[config.mk]
export PLATFORM = sky130hd
export DESIGN_NAME = lprf_ctrl
export DESIGN_NICKNAME = d
export VERILOG_FILES = /design/src/rtl/lprf_pkg.sv /design/src/rtl/lprf_ctrl.sv
export SDC_FILE = /design/constraint.sdc
export NUM_CORES = 1
export LEC_CHECK = 0
export ABC_AREA = 1
export BUFFER_PORTS_ARGS = -buffer_cell sky130_fd_sc_hd__clkbuf_2
export CAP_MARGIN = 15
export CORE_MARGIN = 4
export CORE_UTILIZATION = 45
export CTS_CLUSTER_SIZE = 40
export DETAILED_ROUTE_END_ITERATION = 7
export GPL_TIMING_DRIVEN = 0
export HOLD_SLACK_MARGIN = 0.1
export MAX_ROUTING_LAYER = met4
export PLACE_DENSITY = 0.81
export SKIP_CTS_REPAIR_TIMING = 1
export SLEW_MARGIN = 30
export SYNTH_ARGS = -nofsm -noshare
export SYNTH_HDL_FRONTEND = slang
export SYNTH_SLANG_ARGS = --single-unit
[constraint.sdc]
create_clock -name clk_i -period 2.2 [get_ports clk_i]
set_input_delay 0.22 -clock clk_i [delete_from_list [all_inputs] [get_ports clk_i]]
set_output_delay 0.22 -clock clk_i [all_outputs]
set_load 0.05 [all_outputs]
[src/rtl/lprf_pkg.sv]
// shared types and constants of the length-prefixed record fifo
package lprf_pkg;

  localparam int unsigned BufBytes    = 4096;
  localparam int unsigned AddrW       = 12;
  localparam int unsigned LenW        = 13;
  localparam int unsigned HeaderBytes = 4;

  localparam logic [1:0] FUNC_PUSH  = 2'd0;
  localparam logic [1:0] FUNC_POP   = 2'd1;
  localparam logic [1:0] FUNC_CLEAR = 2'd2;

  localparam logic [1:0] ST_OK      = 2'd0;
  localparam logic [1:0] ST_FULL    = 2'd1;
  localparam logic [1:0] ST_EMPTY   = 2'd2;
  localparam logic [1:0] ST_INVALID = 2'd3;

  localparam logic [1:0] REG_MODE  = 2'd0;
  localparam logic [1:0] REG_BLOCK = 2'd1;
  localparam logic [1:0] REG_BUF   = 2'd2;

  typedef enum logic [3:0] {
    OP_NONE,
    OP_LOAD,
    OP_CLEAR,
    OP_NOP_DONE,
    OP_INVALID,
    OP_FULL,
    OP_RESERVE,
    OP_HDR_WR,
    OP_DATA_WR,
    OP_CONT_WR,
    OP_DROP,
    OP_EMPTY,
    OP_HDR_RD,
    OP_DATA_RD,
    OP_POP_DONE
  } op_e;

  typedef struct packed {
    logic [1:0] func;
    logic       push_idle;
    logic       len_bad;
    logic       fits;
    logic       var_mode;
    logic       dropping;
    logic       has_record;
    logic       pop_idle;
    logic       hdr_last;
    logic       out_busy;
  } dp_status_t;

endpackage

[src/rtl/lprf_ctrl.sv]
// sequencer that walks each transaction through an execute step and any header and data steps
module lprf_ctrl (
  input  logic                clk_i,
  input  logic                rst_ni,
  input  logic                in_valid_i,
  input  logic                out_ready_i,
  input  lprf_pkg::dp_status_t st_i,
  output lprf_pkg::op_e       op_o,
  output logic                in_ready_o
);

  typedef enum logic [6:0] {
    S_IDLE      = 7'b0000001,
    S_EXEC      = 7'b0000010,
    S_PUSH_HDR  = 7'b0000100,
    S_PUSH_DATA = 7'b0001000,
    S_POP_HDR   = 7'b0010000,
    S_POP_DATA  = 7'b0100000,
    S_POP_WAIT  = 7'b1000000
  } state_e;

  state_e state_d, state_q;

  assign in_ready_o = (state_q == S_IDLE) && (!st_i.out_busy || out_ready_i);

  always_comb begin
    state_d = state_q;
    op_o    = lprf_pkg::OP_NONE;
    case (state_q)
      S_IDLE: begin
        if (in_valid_i && in_ready_o) begin
          op_o    = lprf_pkg::OP_LOAD;
          state_d = S_EXEC;
        end
      end
      S_EXEC: begin
        state_d = S_IDLE;
        case (st_i.func)
          lprf_pkg::FUNC_PUSH: begin
            if (st_i.push_idle) begin
              if (st_i.len_bad) begin
                op_o = lprf_pkg::OP_INVALID;
              end else if (!st_i.fits) begin
                op_o = lprf_pkg::OP_FULL;
              end else begin
                op_o    = lprf_pkg::OP_RESERVE;
                state_d = st_i.var_mode ? S_PUSH_HDR : S_PUSH_DATA;
              end
            end else if (st_i.dropping) begin
              op_o = lprf_pkg::OP_DROP;
            end else begin
              op_o = lprf_pkg::OP_CONT_WR;
            end
          end
          lprf_pkg::FUNC_POP: begin
            if (!st_i.has_record) begin
              op_o = lprf_pkg::OP_EMPTY;
            end else if (st_i.pop_idle && st_i.var_mode) begin
              state_d = S_POP_HDR;
            end else begin
              state_d = S_POP_DATA;
            end
          end
          lprf_pkg::FUNC_CLEAR: op_o = lprf_pkg::OP_CLEAR;
          default:              op_o = lprf_pkg::OP_NOP_DONE;
        endcase
      end
      S_PUSH_HDR: begin
        op_o = lprf_pkg::OP_HDR_WR;
        if (st_i.hdr_last) state_d = S_PUSH_DATA;
      end
      S_PUSH_DATA: begin
        op_o    = lprf_pkg::OP_DATA_WR;
        state_d = S_IDLE;
      end
      S_POP_HDR: begin
        op_o = lprf_pkg::OP_HDR_RD;
        if (st_i.hdr_last) state_d = S_POP_DATA;
      end
      S_POP_DATA: begin
        op_o    = lprf_pkg::OP_DATA_RD;
        state_d = S_POP_WAIT;
      end
      S_POP_WAIT: begin
        op_o    = lprf_pkg::OP_POP_DONE;
        state_d = S_IDLE;
      end
      default: state_d = S_IDLE;
    endcase
  end

  always_ff @(posedge clk_i or negedge rst_ni) begin
    if (!rst_ni) begin
      state_q <= S_IDLE;
    end else begin
      state_q <= state_d;
    end
  end

endmodule

==> results.md <==
- The number of flip-flops and latches in the synthesized netlist is 7.
- The number of max-cap violations is 0.
- Synthesis instantiated 19 different standard cells from the library.
- The count of cells in the finished layout, fillers not included, comes to 145.
- In the synthesized netlist the async set-or-reset flop fraction comes to 100%.
- Headroom to the max-slew limit came out at 78.6%.
- The total die area is between 2000 and 2500 µm².
- The final sum of negative setup slack is 0 ns.
- The number of pins exceeding their max-slew limit in the final report is 0.
- In this design, the critical path's most frequently occurring cell is sky130_fd_sc_hd__nor2_4.
- The number of H-tree levels is 1.
- The number of antenna violations at the first check in global routing is 0.
- Clock tree synthesis selected as its root buffer the cell sky130_fd_sc_hd__clkbuf_4.
- The count of pins on the block boundary is 20.
- Sorting the synthesized cells by area gives the leading types as sky130_fd_sc_hd__dfrtp_1 (23%), sky130_fd_sc_hd__nand2_1 (13%), sky130_fd_sc_hd__nand3_1 (11%).
- The first global-routing pass estimated roughly 2600 µm of wire.
- In the synthesized netlist, the number of instances is 106.
- The deepest clock path buffer count is 2.
- The maximum number of pins on one net before global-route repair is 8.
- The register with the most flip-flops in the layout has 7 of them.
- The share of total power in combinational logic is about 63%.
- The total via count after detailed routing is between 700 and 800.
- Summed over all layers, the global routing overflow is 0.
- Clock tree synthesis inserted a total of 3 buffers.
- For this run, the number of Yosys warnings is 0.
- Buffers placed on the I/O ports in this run total 19.
- The cell with the most instances after synthesis is sky130_fd_sc_hd__nand2_1.
- The number of fill cells is around 140.
- In this run, the clock network consumes around 13% of the power.
- Ranked by instance count, the synthesized netlist is headed by sky130_fd_sc_hd__nand2_1 (23), sky130_fd_sc_hd__inv_1 (18), sky130_fd_sc_hd__nand3_1 (14).
- The count of final hold-check violations is 0.
- Clock skew on the completed layout was measured at roughly 0.0029 ns.
- On the critical path, the stage with the largest delay is an instance of sky130_fd_sc_hd__dfstp_2.
- In this design, the stage delay of the slowest critical-path cell is approximately 0.56 ns.
- The analysis attributes to net switching a power of 0.436 mW.
- In this run the worst path has a maximum fanout of 3.
- The number of nets still failing antenna checks after routing is 0.
- Sequential cells were found to cover approximately a quarter of the synthesized design area.
- The total wirelength of the detailed-routed design is roughly 1600 µm.
- The final critical path takes up 88.5% of the cycle.
- The cell area that synthesis handed to floorplanning was between 600 and 700 µm².
- The synthesized design contains 0 enable-type register cells.
- In this run the biggest area consumer among cell types represents a little under a quarter of the synthesized area.
- The ratio of total power to cell area is 1000 nW/µm².
- The total area inside the core boundary comes to between 1000 and 1500 µm².
- Across the VDD grid, the largest voltage drop is around 0.65 mV.
- After detailed routing, the number of remaining DRC violations is 0.
- The final-report setup violation count is 0.
- After clock tree synthesis, the clock-pin slew on the worst setup and hold paths is roughly 0.05 ns.
- The global router's overall resource usage is between 15 and 20%.
- The floorplan step set the die width to approximately 46 µm.
- The power consumption is between 0.8 and 0.9 mW.
- The clock period minus worst slack is around 2 ns.
- The kind of start point of the critical path is a flip-flop.
- The flow ran to the end, and the final reports show no timing, DRC or antenna violations.
- After routing the design area is roughly 800 µm².
- The repair_antennas step left the layout with diodes totalling 0.
- Data on the critical path is required at its endpoint by between 1.5 and 2 ns.
- Summed over all instances, the cell type with the most area after synthesis is sky130_fd_sc_hd__dfrtp_1.
- In this run the cell area measured after placement is between 700 and 800 µm².
- The min-delay analysis places its worst path in the category in2reg.
- Detailed placement finished with a half-perimeter wire length of 1340 µm.
- The switching share of power is between 50 and 60%.
- The analysis attributes to cell leakage a power of between 0.4 and 0.5 nW.
- The via count of the first global-routing pass came to ~700.
- The number of placed instances with taps included is 140.
- The main flop type after synthesis is sky130_fd_sc_hd__dfrtp_1.
- The measured slew at the worst slew-check pin is 0.320 ns.
- The synthesized area per cell is roughly 6.3 µm².
- For the worst setup path, the data arrival time is 1.73 ns.
- Counting flops per register, the top entry is state_q.
- Cells with a size suffix above 1 make up between 30% and 40% of the layout.
- The largest registers in the layout are state_q (7).
- The first TritonRoute pass finished after 4 iterations.
- The TritonCTS clock tree is yes.
- The detailed router finished its first iteration with 10 violations.
- Traced cell by cell, the critical path runs through inv_1 -> nor2_1 -> nand2_1 -> nor2_4 -> inv_2 -> nor2_4 -> nand2_2 -> nand3_2 -> clkbuf_2.
- After detailed routing, the average wire length per cell comes to 10.8 µm.
- The clock reaches the later pin of the worst-skew pair after approximately 0.24 ns.
- Based on the critical path, the design can be clocked at up to between 500 and 600 MHz.
- From synthesis to final layout, the design area changed by 22.6%.
- After the last flow step, the layout net total stands at between 100 and 150.
- The via density per instance is between 4 and 5.
- The number of nets in the synthesized netlist is ~120.
- By startpoint and endpoint, the worst setup path is classified as reg2out.
- The clock net in this run drives a total of 7 sinks.
- The floorplan step set the die height to 46.5 µm.
- The initial core utilization is 49.3%.
- The number of core rows is 13.
- Setup repair after global routing left no endpoint under its margin.
- Cell internal power was estimated by the tool at about 0.38 mW.
- The placer's final routability congestion estimate is between 0.8 and 0.9.
- The share of power burned in registers is a little under a quarter.
- STA classifies the critical path endpoint as a primary output.
==> kinds of logic after synthesis <==
group           count (synthesis)  synth area share [%]
simple gates                   69                  54.5
buf+inv                        23                  13.0
flops                           7                  26.5
compound gates                  7                  6.02
==> path summary, 6_finish.rpt <==
check / slack, ns / to / from / cells after the start
worst min-delay path: 0.22 / state_q[1]$_DFFE_PN0P_ / in_valid_i / 3
worst max register to register: 0.87 / state_q[4]$_DFFE_PN0P_ / state_q[0]$_DFFE_PN1P_ / 9
worst min register to register: 0.63 / state_q[6]$_DFFE_PN0P_ / state_q[5]$_DFFE_PN0P_ / 2
worst max-delay path: 0.25 / op_o[0] / state_q[0]$_DFFE_PN1P_ / 9
min in group asynchronous: 0.38 / state_q[3]$_DFFE_PN0P_ / rst_ni / 2
max in group asynchronous: 1.60 / state_q[0]$_DFFE_PN1P_ / rst_ni / 2
==> placed cells by master, fill, tap and decap left out, drive strengths merged, types with 3 or more instances in the layout <==
cell type and n:
nor2 21, nor3 4, nand3 17, o21ai 3, inv 23, a21oi 3, clkbuf 23, dfrtp 6
nand2 26
==> critical path: cells and delay by family, from the launching register on <==
family,cells,cell delay (ns)
buf+inv,3,0.39
flops,1,0.56
simple gates,6,0.54
==> per-stage QoR <==
step	hold slack, ns	setup WS [ns]	utilization, %
global route	0.216	0.159	60.4
finish	0.218	0.253	60.4
floorplan	-0.0756	0.490	-
global placement	0.0536	0.577	57.7
detailed placement	0.0567	0.529	57.7
CTS	-0.200	0.266	59.7
==> final cells by class <==
type                    instances  area (µm²)  share of cell area (%)
clock buffers                   4        26.3                    3.22
repair buffers                 20         105                    12.9
multi-input cells              76         403                    49.4
flip-flops and latches          7         176                    21.6
well taps                      15        18.8                    2.30
inverters                      23        86.3                    10.6
==> power by group through the flow <==
| stage | Sequential [mW] | Combinational [mW] | Clock (mW) |
|---|---|---|---|
| floorplan | 0.185 | 0.421 | 0 |
| global placement | 0.188 | 0.503 | 0 |
| detailed placement | 0.192 | 0.515 | 0 |
| CTS | 0.189 | 0.517 | 0.111 |
| global route | 0.192 | 0.566 | 0.124 |
| finish | 0.190 | 0.517 | 0.109 |
==> metal layers <==
| metal | global-route usage [%] | part of all wire [%] | up-vias |
|---|---|---|---|
| met4 | 3.41 | 0.58 | 0 |
| met5 | - | 0 | - |
| met1 | 21.3 | 44 | 325 |
| met2 | 29.4 | 53 | 14 |
| li1 | - | - | 383 |
| met3 | 3.52 | 2.6 | 2 |
Power figures use the tool's default switching activity.
